## config.mk

```make
export PLATFORM = sky130hd
export DESIGN_NAME = json_content_type_classifier_unit
export DESIGN_NICKNAME = d
export VERILOG_FILES = /design/src/rtl/core/jcc_pkg.sv /design/src/rtl/core/jcc_in_stage.sv /design/src/rtl/core/jcc_classify.sv /design/src/rtl/core/json_content_type_classifier_unit.sv
export SDC_FILE = /design/constraint.sdc
export NUM_CORES = 1
export LEC_CHECK = 0
export BUFFER_PORTS_ARGS = -buffer_cell sky130_fd_sc_hd__buf_2
export CAP_MARGIN = 20
export CORE_ASPECT_RATIO = 0.75
export CORE_MARGIN = 1.5
export CORE_UTILIZATION = 53
export CTS_CLUSTER_DIAMETER = 120
export DETAILED_ROUTE_END_ITERATION = 6
export PLACE_DENSITY = 0.73
export REMOVE_ABC_BUFFERS = 1
export SLEW_MARGIN = 10
export SYNTH_ARGS = -nofsm -noshare
export SYNTH_HDL_FRONTEND = slang
export SYNTH_SLANG_ARGS = --single-unit
```

## constraint.sdc

```tcl
create_clock -name clk -period 3.29 [get_ports clk]
set_clock_uncertainty 0.2 [all_clocks]
set_input_delay 0.8225 -clock clk [delete_from_list [all_inputs] [get_ports clk]]
set_output_delay 0.8225 -clock clk [all_outputs]
set_load 0.05 [all_outputs]
```

## src/rtl/core/jcc_pkg.sv

```systemverilog
// ----------------------------------------------------------------------------
// jcc_pkg
// Shared types and constants for the JSON content-type classifier.
// ----------------------------------------------------------------------------
package jcc_pkg;

  localparam int unsigned EXACT_LEN  = 16;
  localparam int unsigned PREFIX_LEN = 12;
  localparam int unsigned SUFFIX_LEN = 5;

  localparam logic [4:0] KEPT_MAX   = 5'd31;
  localparam logic [2:0] BLANKS_MAX = 3'd5;
  localparam logic [4:0] EXACT_LEN_W  = 5'd16;
  localparam logic [4:0] PREFIX_LEN_W = 5'd12;
  localparam logic [4:0] SUFFIX_MIN_W = 5'd18;

  localparam logic [7:0] CH_NUL   = 8'h00;
  localparam logic [7:0] CH_TAB   = 8'h09;
  localparam logic [7:0] CH_SPACE = 8'h20;
  localparam logic [7:0] CH_SEMI  = 8'h3B;
  localparam logic [7:0] CH_UP_A  = 8'h41;
  localparam logic [7:0] CH_UP_Z  = 8'h5A;
  localparam logic [7:0] CASE_OFS = 8'h20;

  localparam logic [39:0] SUFFIX_WORD = 40'h2B6A736F6E;

  localparam logic [7:0] EXACT_TEXT [EXACT_LEN] = '{
    8'h61, 8'h70, 8'h70, 8'h6C, 8'h69, 8'h63, 8'h61, 8'h74,
    8'h69, 8'h6F, 8'h6E, 8'h2F, 8'h6A, 8'h73, 8'h6F, 8'h6E
  };

  typedef enum logic [2:0] {
    PH_LEAD   = 3'b001,
    PH_TYPE   = 3'b010,
    PH_IGNORE = 3'b100
  } phase_t;

  typedef struct packed {
    logic       vld;
    logic [7:0] data;
  } jcc_item_t;

  function automatic logic [7:0] to_lower(input logic [7:0] c);
    logic [7:0] r;
    r = c;
    if (c >= CH_UP_A && c <= CH_UP_Z) begin
      r = c + CASE_OFS;
    end
    return r;
  endfunction

endpackage

```

## src/rtl/core/jcc_in_stage.sv

```systemverilog
// ----------------------------------------------------------------------------
// jcc_in_stage
// Input register: holds one header byte until the classifier takes it.
// ----------------------------------------------------------------------------
module jcc_in_stage (
  input  logic               clk,
  input  logic               rst_n,
  input  logic               in_valid,
  output logic               in_ready,
  input  logic [7:0]         in_char_byte,
  input  logic               take,
  output jcc_pkg::jcc_item_t item
);
  import jcc_pkg::*;

  logic       vld_r, vld_nxt;
  logic [7:0] data_r, data_nxt;

  assign in_ready = !vld_r || take;

  always_comb begin
    vld_nxt  = vld_r;
    data_nxt = data_r;
    if (in_valid && in_ready) begin
      vld_nxt  = 1'b1;
      data_nxt = in_char_byte;
    end else if (take) begin
      vld_nxt = 1'b0;
    end
  end

  always_ff @(posedge clk) begin
    if (!rst_n) begin
      vld_r <= 1'b0;
    end else begin
      vld_r <= vld_nxt;
    end
  end

  always_ff @(posedge clk) begin
    data_r <= data_nxt;
  end

  assign item.vld  = vld_r;
  assign item.data = data_r;

`ifndef SYNTHESIS
  a_take_needs_item: assert property (@(posedge clk) disable iff (!rst_n)
    take |-> vld_r)
    else $error("take without a held byte");

  a_stall_holds: assert property (@(posedge clk) disable iff (!rst_n)
    (vld_r && !take) |=> (vld_r && $stable(data_r)))
    else $error("held byte lost while stalled");

  a_accept_loads: assert property (@(posedge clk) disable iff (!rst_n)
    (in_valid && in_ready) |=> (vld_r && data_r == $past(in_char_byte)))
    else $error("accepted byte not loaded");
`endif

endmodule

```

## src/rtl/core/jcc_classify.sv

```systemverilog
// ----------------------------------------------------------------------------
// jcc_classify
// Trim/match state update per byte and the registered result.
// ----------------------------------------------------------------------------
module jcc_classify (
  input  logic               clk,
  input  logic               rst_n,
  input  jcc_pkg::jcc_item_t item,
  output logic               take,
  output logic               out_valid,
  input  logic               out_ready,
  output logic               out_verdict
);
  import jcc_pkg::*;

  phase_t      phase_r, phase_nxt;
  logic [4:0]  kept_r, kept_nxt;
  logic [2:0]  pend_r, pend_nxt;
  logic        exact_r, exact_nxt;
  logic        prefix_r, prefix_nxt;
  logic [39:0] win_r, win_nxt;
  logic        out_valid_r, out_valid_nxt;
  logic        out_verdict_r, out_verdict_nxt;

  logic        out_free;
  logic        is_zero, is_semi, is_blank;
  logic [7:0]  lc;
  logic [5:0]  sum;
  logic [4:0]  pos_c;
  logic [4:0]  kept_keep;
  logic        exact_keep, prefix_keep;
  logic [39:0] win_keep;
  logic        elig;

  assign out_free = !out_valid_r || out_ready;
  assign is_zero  = (item.data == CH_NUL);
  assign is_semi  = (item.data == CH_SEMI);
  assign is_blank = (item.data == CH_SPACE) || (item.data == CH_TAB);
  assign take     = item.vld && (!is_zero || out_free);
  assign lc       = to_lower(item.data);

  // flush pending blanks as spaces, then keep the byte
  always_comb begin
    sum   = {1'b0, kept_r} + {3'b000, pend_r};
    pos_c = (sum > {1'b0, KEPT_MAX}) ? KEPT_MAX : sum[4:0];
    kept_keep = (pos_c == KEPT_MAX) ? KEPT_MAX : pos_c + 5'd1;
    exact_keep = exact_r
      && !(pend_r != 3'd0 && kept_r < EXACT_LEN_W)
      && !(pos_c < EXACT_LEN_W && lc != EXACT_TEXT[pos_c[3:0]]);
    prefix_keep = prefix_r
      && !(pend_r != 3'd0 && kept_r < PREFIX_LEN_W)
      && !(pos_c < PREFIX_LEN_W && lc != EXACT_TEXT[pos_c[3:0]]);
    win_keep = win_r;
    for (int i = 0; i < int'(BLANKS_MAX); i++) begin
      if (3'(i) < pend_r) begin
        win_keep = {win_keep[31:0], CH_SPACE};
      end
    end
    win_keep = {win_keep[31:0], lc};
  end

  assign elig = (kept_r != 5'd0) &&
                ((exact_r && kept_r == EXACT_LEN_W) ||
                 (prefix_r && kept_r >= SUFFIX_MIN_W && win_r == SUFFIX_WORD));

  always_comb begin
    phase_nxt       = phase_r;
    kept_nxt        = kept_r;
    pend_nxt        = pend_r;
    exact_nxt       = exact_r;
    prefix_nxt      = prefix_r;
    win_nxt         = win_r;
    out_verdict_nxt = out_verdict_r;
    out_valid_nxt   = out_valid_r && !out_ready;
    if (take) begin
      if (is_zero) begin
        out_valid_nxt   = 1'b1;
        out_verdict_nxt = elig;
        phase_nxt       = PH_LEAD;
        kept_nxt        = 5'd0;
        pend_nxt        = 3'd0;
        exact_nxt       = 1'b1;
        prefix_nxt      = 1'b1;
        win_nxt         = '0;
      end else begin
        unique case (phase_r)
          PH_IGNORE: begin
          end
          PH_LEAD, PH_TYPE: begin
            if (is_semi) begin
              phase_nxt = PH_IGNORE;
            end else if (is_blank) begin
              if (phase_r == PH_TYPE && pend_r < BLANKS_MAX) begin
                pend_nxt = pend_r + 3'd1;
              end
            end else begin
              phase_nxt  = PH_TYPE;
              kept_nxt   = kept_keep;
              pend_nxt   = 3'd0;
              exact_nxt  = exact_keep;
              prefix_nxt = prefix_keep;
              win_nxt    = win_keep;
            end
          end
          default: begin
            phase_nxt = PH_IGNORE;
          end
        endcase
      end
    end
  end

  always_ff @(posedge clk) begin
    if (!rst_n) begin
      phase_r     <= PH_LEAD;
      kept_r      <= 5'd0;
      pend_r      <= 3'd0;
      exact_r     <= 1'b1;
      prefix_r    <= 1'b1;
      win_r       <= '0;
      out_valid_r <= 1'b0;
    end else begin
      phase_r     <= phase_nxt;
      kept_r      <= kept_nxt;
      pend_r      <= pend_nxt;
      exact_r     <= exact_nxt;
      prefix_r    <= prefix_nxt;
      win_r       <= win_nxt;
      out_valid_r <= out_valid_nxt;
    end
  end

  always_ff @(posedge clk) begin
    out_verdict_r <= out_verdict_nxt;
  end

  assign out_valid   = out_valid_r;
  assign out_verdict = out_verdict_r;

`ifndef SYNTHESIS
  a_pend_bound: assert property (@(posedge clk) disable iff (!rst_n)
    pend_r <= BLANKS_MAX)
    else $error("pending blanks over limit");

  a_lead_clean: assert property (@(posedge clk) disable iff (!rst_n)
    (phase_r == PH_LEAD) |-> (kept_r == 5'd0 && pend_r == 3'd0))
    else $error("leading phase with kept text");

  a_pend_in_type: assert property (@(posedge clk) disable iff (!rst_n)
    (pend_r != 3'd0) |-> (phase_r != PH_LEAD))
    else $error("pending blanks in leading phase");

  a_end_resets: assert property (@(posedge clk) disable iff (!rst_n)
    (take && is_zero) |=> (out_valid_r && phase_r == PH_LEAD && kept_r == 5'd0))
    else $error("terminator did not produce result and reset");

  a_no_overwrite: assert property (@(posedge clk) disable iff (!rst_n)
    (out_valid_r && !out_ready) |=> (out_valid_r && $stable(out_verdict_r)))
    else $error("pending result overwritten");
`endif

endmodule

```

## src/rtl/core/json_content_type_classifier_unit.sv

```systemverilog
// ----------------------------------------------------------------------------
// json_content_type_classifier_unit
// Classifies a NUL-terminated Content-Type value as JSON-eligible or not.
// ----------------------------------------------------------------------------
// Throughput: one byte per cycle; a NUL stalls only while a prior result waits.
// Path: an accepted NUL byte sits in the input register (held while a prior result
//   waits), then its state update loads the result register.
// Only the NUL byte produces a result; other bytes update match state only.
// Reset (rst_n low, synchronous) empties both registers and restores the
//   leading-blank state; no clearing pass is needed.
module json_content_type_classifier_unit (
  input  logic       clk,
  input  logic       rst_n,
  input  logic       in_valid,
  output logic       in_ready,
  input  logic [7:0] in_char_byte,
  output logic       out_valid,
  input  logic       out_ready,
  output logic       out_verdict
);
  import jcc_pkg::*;

  jcc_item_t item;
  logic      take;

  jcc_in_stage u_in (
    .clk          (clk),
    .rst_n        (rst_n),
    .in_valid     (in_valid),
    .in_ready     (in_ready),
    .in_char_byte (in_char_byte),
    .take         (take),
    .item         (item)
  );

  jcc_classify u_cls (
    .clk         (clk),
    .rst_n       (rst_n),
    .item        (item),
    .take        (take),
    .out_valid   (out_valid),
    .out_ready   (out_ready),
    .out_verdict (out_verdict)
  );

endmodule

```

==> results of run 1 <==
cell usage in the layout, fill, tap and decap left out, drive strengths merged, types with 3 or more instances in the layout:
| cell type | n |
|---|---|
| a211oi | 6 |
| a21boi | 3 |
| a21o | 9 |
| a21oi | 16 |
| a22o | 13 |
| and2 | 3 |
| buf | 42 |
| clkbuf | 13 |
| clkinv | 3 |
| dfxtp | 55 |
| edfxtp | 9 |
| ha | 12 |
| inv | 13 |
| mux2i | 28 |
| mux4 | 6 |
| nand2 | 22 |
| nand2b | 5 |
| nand3 | 4 |
| nand4 | 4 |
| nand4b | 5 |
| nor2 | 13 |
| nor2b | 13 |
| nor3 | 11 |
| nor4 | 3 |
| o21ai | 12 |
| o221ai | 3 |
| o2bb2ai | 21 |
| or2 | 4 |
| or3 | 4 |
| xnor2 | 3 |
| xor2 | 6 |
critical path, delay by kind of cell, from the launching register on:
kind	cells	cell delay (ps)
and+or+nand+nor	4	1070
AOI/OAI and AO/OA	4	870
adders and majority gates	2	470
DFF	1	360
xor gates and xnor gates	1	170
registers in the layout, summed over array words and instances (netlist names):
register	flops
u_cls.out_verdict	1
u_cls.win_r	40
u_cls.exact_r	1
u_in.vld_r	1
u_cls.prefix_r	1
u_cls.out_valid	1
u_cls.phase_r	3
u_cls.pend_r	3
u_in.data_r	8
u_cls.kept_r	5
area by class of cell:
type	instances	area, sq um
Clock buffer	13	170
Tap cell	84	105
Clock inverter	3	47.5
Timing Repair Buffer	42	293
Multi-Input combinational cell	268	2210
Sequential cell	64	1380
Fill cell	582	2510
Inverter	14	52.6
through the flow:
| stage | instance area [sq um] | setup WS, ps | cells | power (W) |
|---|---|---|---|---|
| 3_5_place_dp | 3890 | -96.4 | 465 | 0.00103 |
| 5_1_grt | 4250 | -9.61 | 488 | 0.00182 |
| 6_report | 4250 | 69.0 | 488 | 0.00175 |
| 3_3_place_gp | 3890 | 51.2 | 465 | 0.00102 |
| 4_1_cts | 4130 | 1.05 | 481 | 0.00175 |
| 2_1_floorplan | 3550 | -559 | 346 | 0.000964 |
worst max path at each step:
stage	to	slack, ps	cells past startpoint
4_1_cts	u_cls.prefix_r	1	12
5_1_grt	u_cls.prefix_r	-10	11
6_report	u_cls.prefix_r	70	11
3_3_place_gp	u_cls.prefix_r	50	12
3_5_place_dp	u_cls.prefix_r	-100	12
2_1_floorplan	u_cls.prefix_r	-560	12
power breakdown:
part           switching (W)  total, W  internal [W]
logic              0.0000961  0.000176     0.0000795
clock network       0.000308  0.000728      0.000420
registers          0.0000339  0.000851      0.000817
total               0.000438   0.00175       0.00132
cells by family after synthesis:
| logic type | count (synthesis) | share of synthesized area [%] |
|---|---|---|
| buffers and inverters | 33 | 4.50 |
| xor gates and xnor gates | 9 | 2.35 |
| muxes | 35 | 11.7 |
| and+or+nand+nor | 105 | 17.2 |
| AOI/OAI and AO/OA | 106 | 22.2 |
| adders and majority gates | 13 | 4.64 |
| DFF | 64 | 37.4 |
repair_timing:
item,CTS,global route
endpoints found under the setup margin,2,3
pin swaps,1,6
setup buffers,0,7
gates resized for setup,5,16
per-layer routing:
| metal | up-vias | track usage, % | routed length [um] |
|---|---|---|---|
| met5 | - | 0 | 0 |
| met3 | 9 | 7.34 | 610 |
| met4 | 0 | 6.57 | 80 |
| met1 | 1521 | 36.2 | 4380 |
| met2 | 119 | 37.5 | 3970 |
| li1 | 1462 | - | - |
==> results.py, run 1 <==
metrics = {
    "run_status": {
        "status": "complete, no violations",
    },
    "placed_design": {
        "place_congestion": 0.869,
        "dp_hpwl_um": 6490,
        "numPortBuffers": 14,
    },
    "route": {
        "routed-via-count": 3111,
        "wl_per_cell_um": 18.5,
        "vias_per_cell": 6.38,
        "drt-initial-drc-count": 189,
        "ant_nets": 0,
        "dr.pass1.iters": 5,
        "drt-total-wl_um": 9030,
        "drc": 0,
    },
    "clock_tree": {
        "numCtsBuffers": 9,
        "htree_levels": 3,
        "cts-root-buf": "clkbuf_8",
        "cts_tree": "yes",
        "clkSinkCount": 64,
        "clk_pin_slew_ps": 70,
        "clockBufferDepth": 2,
        "clkLatencyLatePin_ps": 350,
        "ctsHoldBuffers": 0,
    },
    "global_routing": {
        "grt_use_total_pct": 25.2,
        "antenna_found_initial": 0,
        "grt_start_max_net_pins": 41,
        "grt_pass1_wl_um": 14400,
        "grt_pass1_vias": 2792,
        "overflow": 0,
    },
    "synthesis": {
        "synth_ff_type": "dfxtp_1",
        "yosysMostFrequentCell": "dfxtp_1",
        "avgSynthCellArea_sq_um": 10.0,
        "ys.warnings.count": 0,
        "synthTopCellsByCount": "dfxtp_1 (55), mux2i_1 (28), nand2_1 (22)",
        "synth-edff-count": 9,
        "yosys_register_bits": 64,
        "synth_top_area_share_pct": 30.0,
        "netlist_area_sq_um": 3670,
        "ys_top_cells_by_area": "dfxtp_1 (30%), mux2i_1 (7.6%), edfxtp_1 (7.4%), o2bb2ai_1 (5.0%), ha_1 (4.1%)",
        "ys_seq_area_share_pct": 37.4,
        "yosysUniqueCellTypes": 73,
        "syn_inst": 365,
        "async_flop_share_pct": 0,
        "synth_top_area_cell": "dfxtp_1",
    },
    "finish": {
        "drive_gt1_share_pct": 23.3,
        "post-route-util_pct": 62.9,
        "nNetsFinal": 424,
        "diodes": 0,
        "synthToLayoutAreaGrowth_pct": 16.0,
    },
    "critical_path": {
        "critPathMaxStageDelay_ps": 510,
        "r2r_setup_slack_ps": 70,
        "cp.arrival_ps": 3280,
        "worstReg2RegEnd": "u_cls.prefix_r",
        "critPathSlowestCell": "or4_4",
        "start_kind": "flop",
        "crit_path_end_kind": "flop",
        "cp_max_fo": 4,
        "reg2reg_from": "u_cls.pend_r[1]",
        "crit_type": "flop to flop",
        "startpoint": "u_cls.pend_r[1]",
        "reg2reg_depth": 11,
        "crit_path_frequent_cell": "a211oi_2",
        "cp_cell_sequence": "ha_4 > a211oi_4 > nor3_4 > or2_2 > ha_1 > nor2b_1 > a211oi_2 > xor2_1 > o211ai_1 > or4_4 > a211oi_2",
        "crit_required_ps": 3350,
    },
    "floorplanning": {
        "die-area_sq_um": 7430,
        "rows": 26,
        "dieWidth_um": 99.1,
        "die_h_um": 75.0,
        "fp.coreArea_sq_um": 6770,
        "initial_core_util_pct": 54.2,
        "ios": 15,
    },
    "hold_path": {
        "holdPathStages": 1,
        "hold_end": "u_cls.win_r[37]",
        "min_path_type": "flop to flop",
        "hold_start": "u_cls.win_r[37]",
    },
    "timing": {
        "worst-slew-pin-transition_ps": 699,
        "setup_tns_ps": 0,
        "rsz0062_at_grt": "yes",
        "fin_crit_sh_pct": 97.9,
        "hold_violations": 0,
        "clock.fmax_ghz": 0.310,
        "slew_violations": 0,
        "setup_violations": 0,
        "holdWs_ps": 279,
        "slew_headroom_pct": 52.8,
        "min_period_ps": 3220,
    },
    "run": {
        "drv_cap": 0,
    },
    "pwr": {
        "ir_drop_mv": 0.190,
        "power.density_nw_per_um2": 412,
        "p_leak_nw": 1.68,
    },
}
Power figures use the tool's default switching activity.
==> run 2: changes to the inputs <==
--- a/config.mk
+++ b/config.mk
@@ -10,3 +10,2 @@
 export CORE_ASPECT_RATIO = 0.75
-export CORE_MARGIN = 1.5
 export CORE_UTILIZATION = 53
==> constraint.sdc (replaced) <==
create_clock -name clk -period 3.29 [get_ports clk]
set_clock_uncertainty 0.2 [all_clocks]
set_input_delay 0.1645 -clock clk [delete_from_list [all_inputs] [get_ports clk]]
set_output_delay 0.1645 -clock clk [all_outputs]
set_load 0.05 [all_outputs]
==> results.py, run 2 (synthesized netlist as in run 1, its figures left out) <==
metrics = {
    "critical_path": {
        "crit_type": "flop to flop",
        "critPathSlowestCell": "or4_4",
        "start_kind": "flop",
        "crit_buf_inv": 1,
        "r2r_setup_slack_ps": 90,
        "reg2reg_depth": 12,
        "timing.critical_path.depth": 12,
        "cp.arrival_ps": 3290,
        "cp_cell_sequence": "ha_2 > nor2_2 > nor3_2 > or2_2 > inv_1 > ha_2 > a32oi_1 > a211oi_2 > xor2_1 > o211ai_1 > or4_4 > a211oi_2",
        "reg2reg_from": "u_cls.kept_r[2]",
        "critical_path.top_delay_family": "simple AND/OR/NAND/NOR gates",
        "worstReg2RegEnd": "u_cls.prefix_r",
        "cp_max_fo": 4,
        "crit_required_ps": 3370,
        "startpoint": "u_cls.kept_r[2]",
        "endpoint": "u_cls.prefix_r",
        "crit_path_end_kind": "flop",
        "critPathMaxStageDelay_ps": 510,
    },
    "floorplanning": {
        "ios": 15,
        "die_h_um": 74.0,
        "dieWidth_um": 98.1,
        "fp.coreArea_sq_um": 6470,
        "rows": 25,
        "initial_core_util_pct": 56.6,
        "die-area_sq_um": 7260,
    },
    "finish": {
        "diodes": 0,
        "nNetsFinal": 432,
        "largest_reg_flops": 40,
        "reg.largest.list": "u_cls.win_r: 40 flops, u_in.data_r: 8 flops, u_cls.kept_r: 5 flops",
        "regMostFlops": "u_cls.win_r",
        "synthToLayoutAreaGrowth_pct": 17.5,
        "drive_gt1_share_pct": 22.3,
        "final_common_cell": "dfxtp_1",
        "final_cell_area_sq_um": 4310,
        "nFillCells": 510,
        "final_cell_mix": "dfxtp_1 (53), mux2i_1 (27), buf_4 (23), nand2_1 (22), o2bb2ai_1 (21)",
    },
    "global_routing": {
        "grt_pass1_vias": 2781,
        "grt_use_total_pct": 26.6,
        "overflow": 0,
        "use_met3_pct": 6.95,
        "use_met2_pct": 37.5,
        "antenna_found_initial": 0,
        "grt-busiest-layer": "met1",
        "grt_start_max_net_pins": 41,
        "grt_use_met1_pct": 39.5,
        "grt_pass1_wl_um": 14600,
    },
    "timing": {
        "setup_violations": 0,
        "worst-slew-pin-transition_ps": 696,
        "rsz0062_at_grt": "no",
        "min_period_ps": 3200,
        "slew_headroom_pct": 53.3,
        "fin_crit_sh_pct": 97.4,
        "clock.fmax_ghz": 0.312,
        "hold_violations": 0,
        "slew_violations": 0,
    },
    "clock_tree": {
        "clk_pin_slew_ps": 80,
        "clkLatencyLatePin_ps": 360,
        "clkSinkCount": 64,
        "cts-root-buf": "clkbuf_8",
        "clockBufferDepth": 2,
        "htree_levels": 3,
        "numCtsBuffers": 9,
        "cts_tree": "yes",
    },
    "route": {
        "wl_per_cell_um": 18.5,
        "routed-via-count": 3077,
        "dr.pass1.iters": 5,
        "drc": 0,
        "vias_per_cell": 6.24,
        "ant_nets": 0,
        "drt-total-wl_um": 9140,
        "drt-initial-drc-count": 256,
    },
    "hold_path": {
        "min_path_type": "flop to flop",
        "holdPathStages": 1,
    },
    "pwr": {
        "power.density_nw_per_um2": 398,
        "p_leak_nw": 1.68,
        "finalPower_w": 0.00171,
        "ir_drop_mv": 0.314,
    },
    "placed_design": {
        "placed_area_sq_um": 3880,
        "dp_hpwl_um": 6390,
        "numPortBuffers": 14,
        "place_congestion": 0.961,
    },
    "run_status": {
        "status": "complete, no violations",
    },
    "run": {
        "drv_cap": 0,
    },
}
[run 2: metal layers]
layer,up-vias,routed length [um]
met5,-,0
met2,124,3770
met1,1459,4550
met4,0,121
met3,13,701
li1,1481,-
[run 2: per-stage QoR]
step | util (%) | std cells | setup TNS, ps | setup WS [ps] | hold slack, ps
floorplan | - | 346 | -1070 | -559 | 63.4
global placement | 60.0 | 462 | 0 | 45.8 | 141
CTS | 65.2 | 491 | 0 | 1.41 | 284
finish | 66.5 | 493 | 0 | 85.5 | 280
detailed placement | 60.0 | 462 | -268 | -157 | 143
global route | 66.5 | 493 | 0 | 8.71 | 298
[run 2: power breakdown]
group | internal, W | switching, W
Combinational | 0.0000820 | 0.0000875
Clock | 0.000350 | 0.000334
Sequential | 0.000818 | 0.0000412
[run 2: worst min-delay path by stage]
stage	start	to	slack, ps
after floorplan	in_char_byte[0]	u_in.data_r[0]	60
after global placement	in_char_byte[5]	u_in.data_r[5]	140
after detailed placement	in_char_byte[1]	u_in.data_r[1]	140
after CTS	u_cls.win_r[37]	u_cls.win_r[37]	280
after global routing	u_cls.win_r[34]	u_cls.win_r[34]	300
final	u_cls.win_r[37]	u_cls.win_r[37]	280
[run 2: area by class of cell]
class,count,area [sq um],share of cell area (%)
Multi-Input combinational cell,268,2210,51.4
Sequential cell,64,1370,31.9
Timing Repair Buffer,50,373,8.66
Clock buffer,9,124,2.88
Tap cell,81,101,2.35
Clock inverter,7,68.8,1.60
Inverter,14,52.6,1.22
[run 2: timing repair]
action	in CTS	in global routing
hold buffers	13	0
endpoints found under the hold margin	19	0
resized for setup	3	15
buffers inserted	0	2
endpoints found under the setup margin	2	2
pin swaps	0	4
==> run 3: changes to the inputs <==
Settings changed: ABC_AREA from default to 1, PLACE_DENSITY 0.73 to 0.75.
==> results.py, run 3 <==
metrics = {
    "run_status": {
        "status": "complete, no violations",
    },
    "route": {
        "routed-via-count": 3974,
        "wl_per_cell_um": 15.4,
        "ant_nets": 0,
        "drc": 0,
        "dr.pass1.iters": 6,
        "drt-initial-drc-count": 452,
        "vias_per_cell": 5.81,
        "drt-total-wl_um": 10500,
    },
    "synthesis": {
        "ys_seq_area_share_pct": 35.6,
        "yosys_register_bits": 64,
        "synth-edff-count": 9,
        "yosysMostFrequentCell": "nand2_1",
        "avgSynthCellArea_sq_um": 6.87,
        "ys.warnings.count": 0,
        "syn_inst": 560,
        "synthTopCellsByCount": "nand2_1 (138), inv_1 (69), nand3_1 (57)",
        "yosysUniqueCellTypes": 44,
        "async_flop_share_pct": 0,
        "synth_top_area_share_pct": 28.6,
        "netlist_area_sq_um": 3850,
        "synth_top_area_cell": "dfxtp_1",
        "synth_ff_type": "dfxtp_1",
        "ys_top_cells_by_area": "dfxtp_1 (29%), nand2_1 (13%), nand3_1 (7.4%), edfxtp_1 (7.0%), inv_1 (6.7%)",
    },
    "pwr": {
        "p_int_w": 0.00126,
        "p_leak_nw": 1.79,
        "seqPwrFrac_pct": 49.2,
        "comb_power_share_pct": 10.1,
        "ir_drop_mv": 0.281,
        "p_sw_share_pct": 26.0,
        "p_sw_w": 0.000444,
        "power.density_nw_per_um2": 399,
        "clkPwrFrac_pct": 40.7,
    },
    "clock_tree": {
        "cts-root-buf": "clkbuf_8",
        "numCtsBuffers": 9,
        "htree_levels": 3,
        "clockBufferDepth": 2,
        "ctsResizeCount": 0,
        "post-cts-setup-buffers": 0,
        "clk_pin_slew_ps": 70,
        "clkSinkCount": 64,
        "ctsHoldBuffers": 12,
        "cts_tree": "yes",
        "clkLatencyLatePin_ps": 360,
    },
    "floorplanning": {
        "die-area_sq_um": 7610,
        "rows": 26,
        "initial_core_util_pct": 55.5,
        "ios": 15,
        "die_h_um": 75.8,
        "dieWidth_um": 100,
        "fp.coreArea_sq_um": 6930,
    },
    "finish": {
        "drive_gt1_share_pct": 11.1,
        "synthToLayoutAreaGrowth_pct": 11.1,
        "fin_cells": 684,
        "nFillCells": 617,
        "diodes": 0,
        "largest_reg_flops": 40,
        "final_cell_mix": "nand2_1 (138), inv_1 (69), nand3_1 (57), dfxtp_1 (55), o21ai_0 (42)",
        "nNetsFinal": 606,
        "reg.largest.list": "u_cls.win_r: 40 flops, u_in.data_r: 8 flops, u_cls.kept_r: 5 flops",
        "final_common_cell": "nand2_1",
        "regMostFlops": "u_cls.win_r",
    },
    "global_routing": {
        "grt_use_met1_pct": 41.0,
        "antenna_found_initial": 0,
        "grt-busiest-layer": "met2",
        "overflow": 0,
        "grt_pass1_vias": 3598,
        "grt_pass1_wl_um": 17300,
        "use_met3_pct": 8.26,
        "grt_start_max_net_pins": 26,
        "use_met2_pct": 45.7,
        "grt_use_total_pct": 29.9,
    },
    "placed_design": {
        "pre_cts_ws_ps": 397,
        "placed_cells": 656,
        "numPortBuffers": 14,
        "dp_hpwl_um": 7380,
        "place_congestion": 1.00,
    },
    "timing": {
        "setup_tns_ps": 0,
        "min_period_ps": 2970,
        "slew_violations": 0,
        "setup_violations": 0,
        "slew_headroom_pct": 61.5,
        "rsz0062_at_grt": "no",
        "fin_crit_sh_pct": 90.4,
        "worst-slew-pin-transition_ps": 570,
        "hold_violations": 0,
        "clock.fmax_ghz": 0.336,
        "worst_slack_ps": 317,
    },
    "critical_path": {
        "reg2reg_depth": 16,
        "start_kind": "flop",
        "crit_required_ps": 3380,
        "cp.arrival_ps": 3060,
        "cp_max_fo": 7,
        "crit_path_end_kind": "flop",
        "crit_type": "flop to flop",
    },
    "run": {
        "drv_cap": 0,
    },
    "hold_path": {
        "holdPathStages": 2,
        "min_path_type": "flop to flop",
    },
}
==> run 3: power by group through the flow <==
stage               sequential [W]  combinational, W  clock, W
finish                    0.000840          0.000172  0.000694
global route              0.000842          0.000191  0.000733
CTS                       0.000839          0.000168  0.000695
detailed placement        0.000856          0.000156         0
global placement          0.000855          0.000152         0
floorplan                 0.000849          0.000111         0
==> run 3: critical path, stage by stage (launching register included) <==
cell and delay (ps):
dfxtp_1 480, inv_1 200, fa_1 510, nand2_1 180, inv_1 120, ha_1 320, inv_1 80, nand3_1 70
nand3_1 110, nand2_1 60, nand2_1 60, nand2_1 50, nor2_1 110, nand3_1 110, nand2_1 70, nand2_1 60
a21oi_2 110
==> run 3: through the flow <==
step | hold slack, ps | power (W) | instance area (sq um) | utilization, %
finish | 255 | 0.00171 | 4270 | 61.7
global route | 287 | 0.00177 | 4270 | 61.7
CTS | 257 | 0.00170 | 4270 | 61.7
detailed placement | 143 | 0.00101 | 3960 | 57.1
global placement | 141 | 0.00101 | 3960 | 57.1
floorplan | 48.6 | 0.000960 | 3720 | -
==> run 3: routing by layer <==
metal / up-vias / share of wire [%]
li1: 1899 / -
met1: 1820 / 46
met2: 219 / 42
met3: 36 / 9.5
met4: 0 / 2.2
met5: - / 0
==> run 3: cell families (layout without fill, tap and decap cells) <==
| family | after synthesis | after routing | synth area share, % |
|---|---|---|---|
| and+or+nand+nor | 270 | 270 | 31.8 |
| DFF | 64 | 64 | 35.6 |
| muxes | 1 | 1 | 0.260 |
| xor gates and xnor gates | 2 | 2 | 0.455 |
| adders and majority gates | 13 | 13 | 4.42 |
| buffers and inverters | 99 | 125 | 10.9 |
| AOI/OAI and AO/OA | 111 | 111 | 16.5 |
==> run 3: worst paths after layout <==
| kind | endpoint | slack, ps | startpoint |
|---|---|---|---|
| worst max register to register | u_cls.exact_r | 320 | u_cls.pend_r[1] |
| worst min register to register | u_cls.win_r[32] | 250 | u_cls.win_r[32] |
| worst min-delay path | u_cls.win_r[32] | 250 | u_cls.win_r[32] |
| worst max-delay path | u_cls.exact_r | 320 | u_cls.pend_r[1] |
==> run 3: area by class of cell <==
class                           instances  area (sq um)  share of cell area, %
Timing Repair Buffer                   31           228                   5.33
Tap cell                               98           123                   2.87
Sequential cell                        64          1370                   32.1
Inverter                               78           298                   6.97
Clock inverter                          3          40.0                  0.937
Multi-Input combinational cell        397          2060                   48.1
Clock buffer                           13           159                   3.72
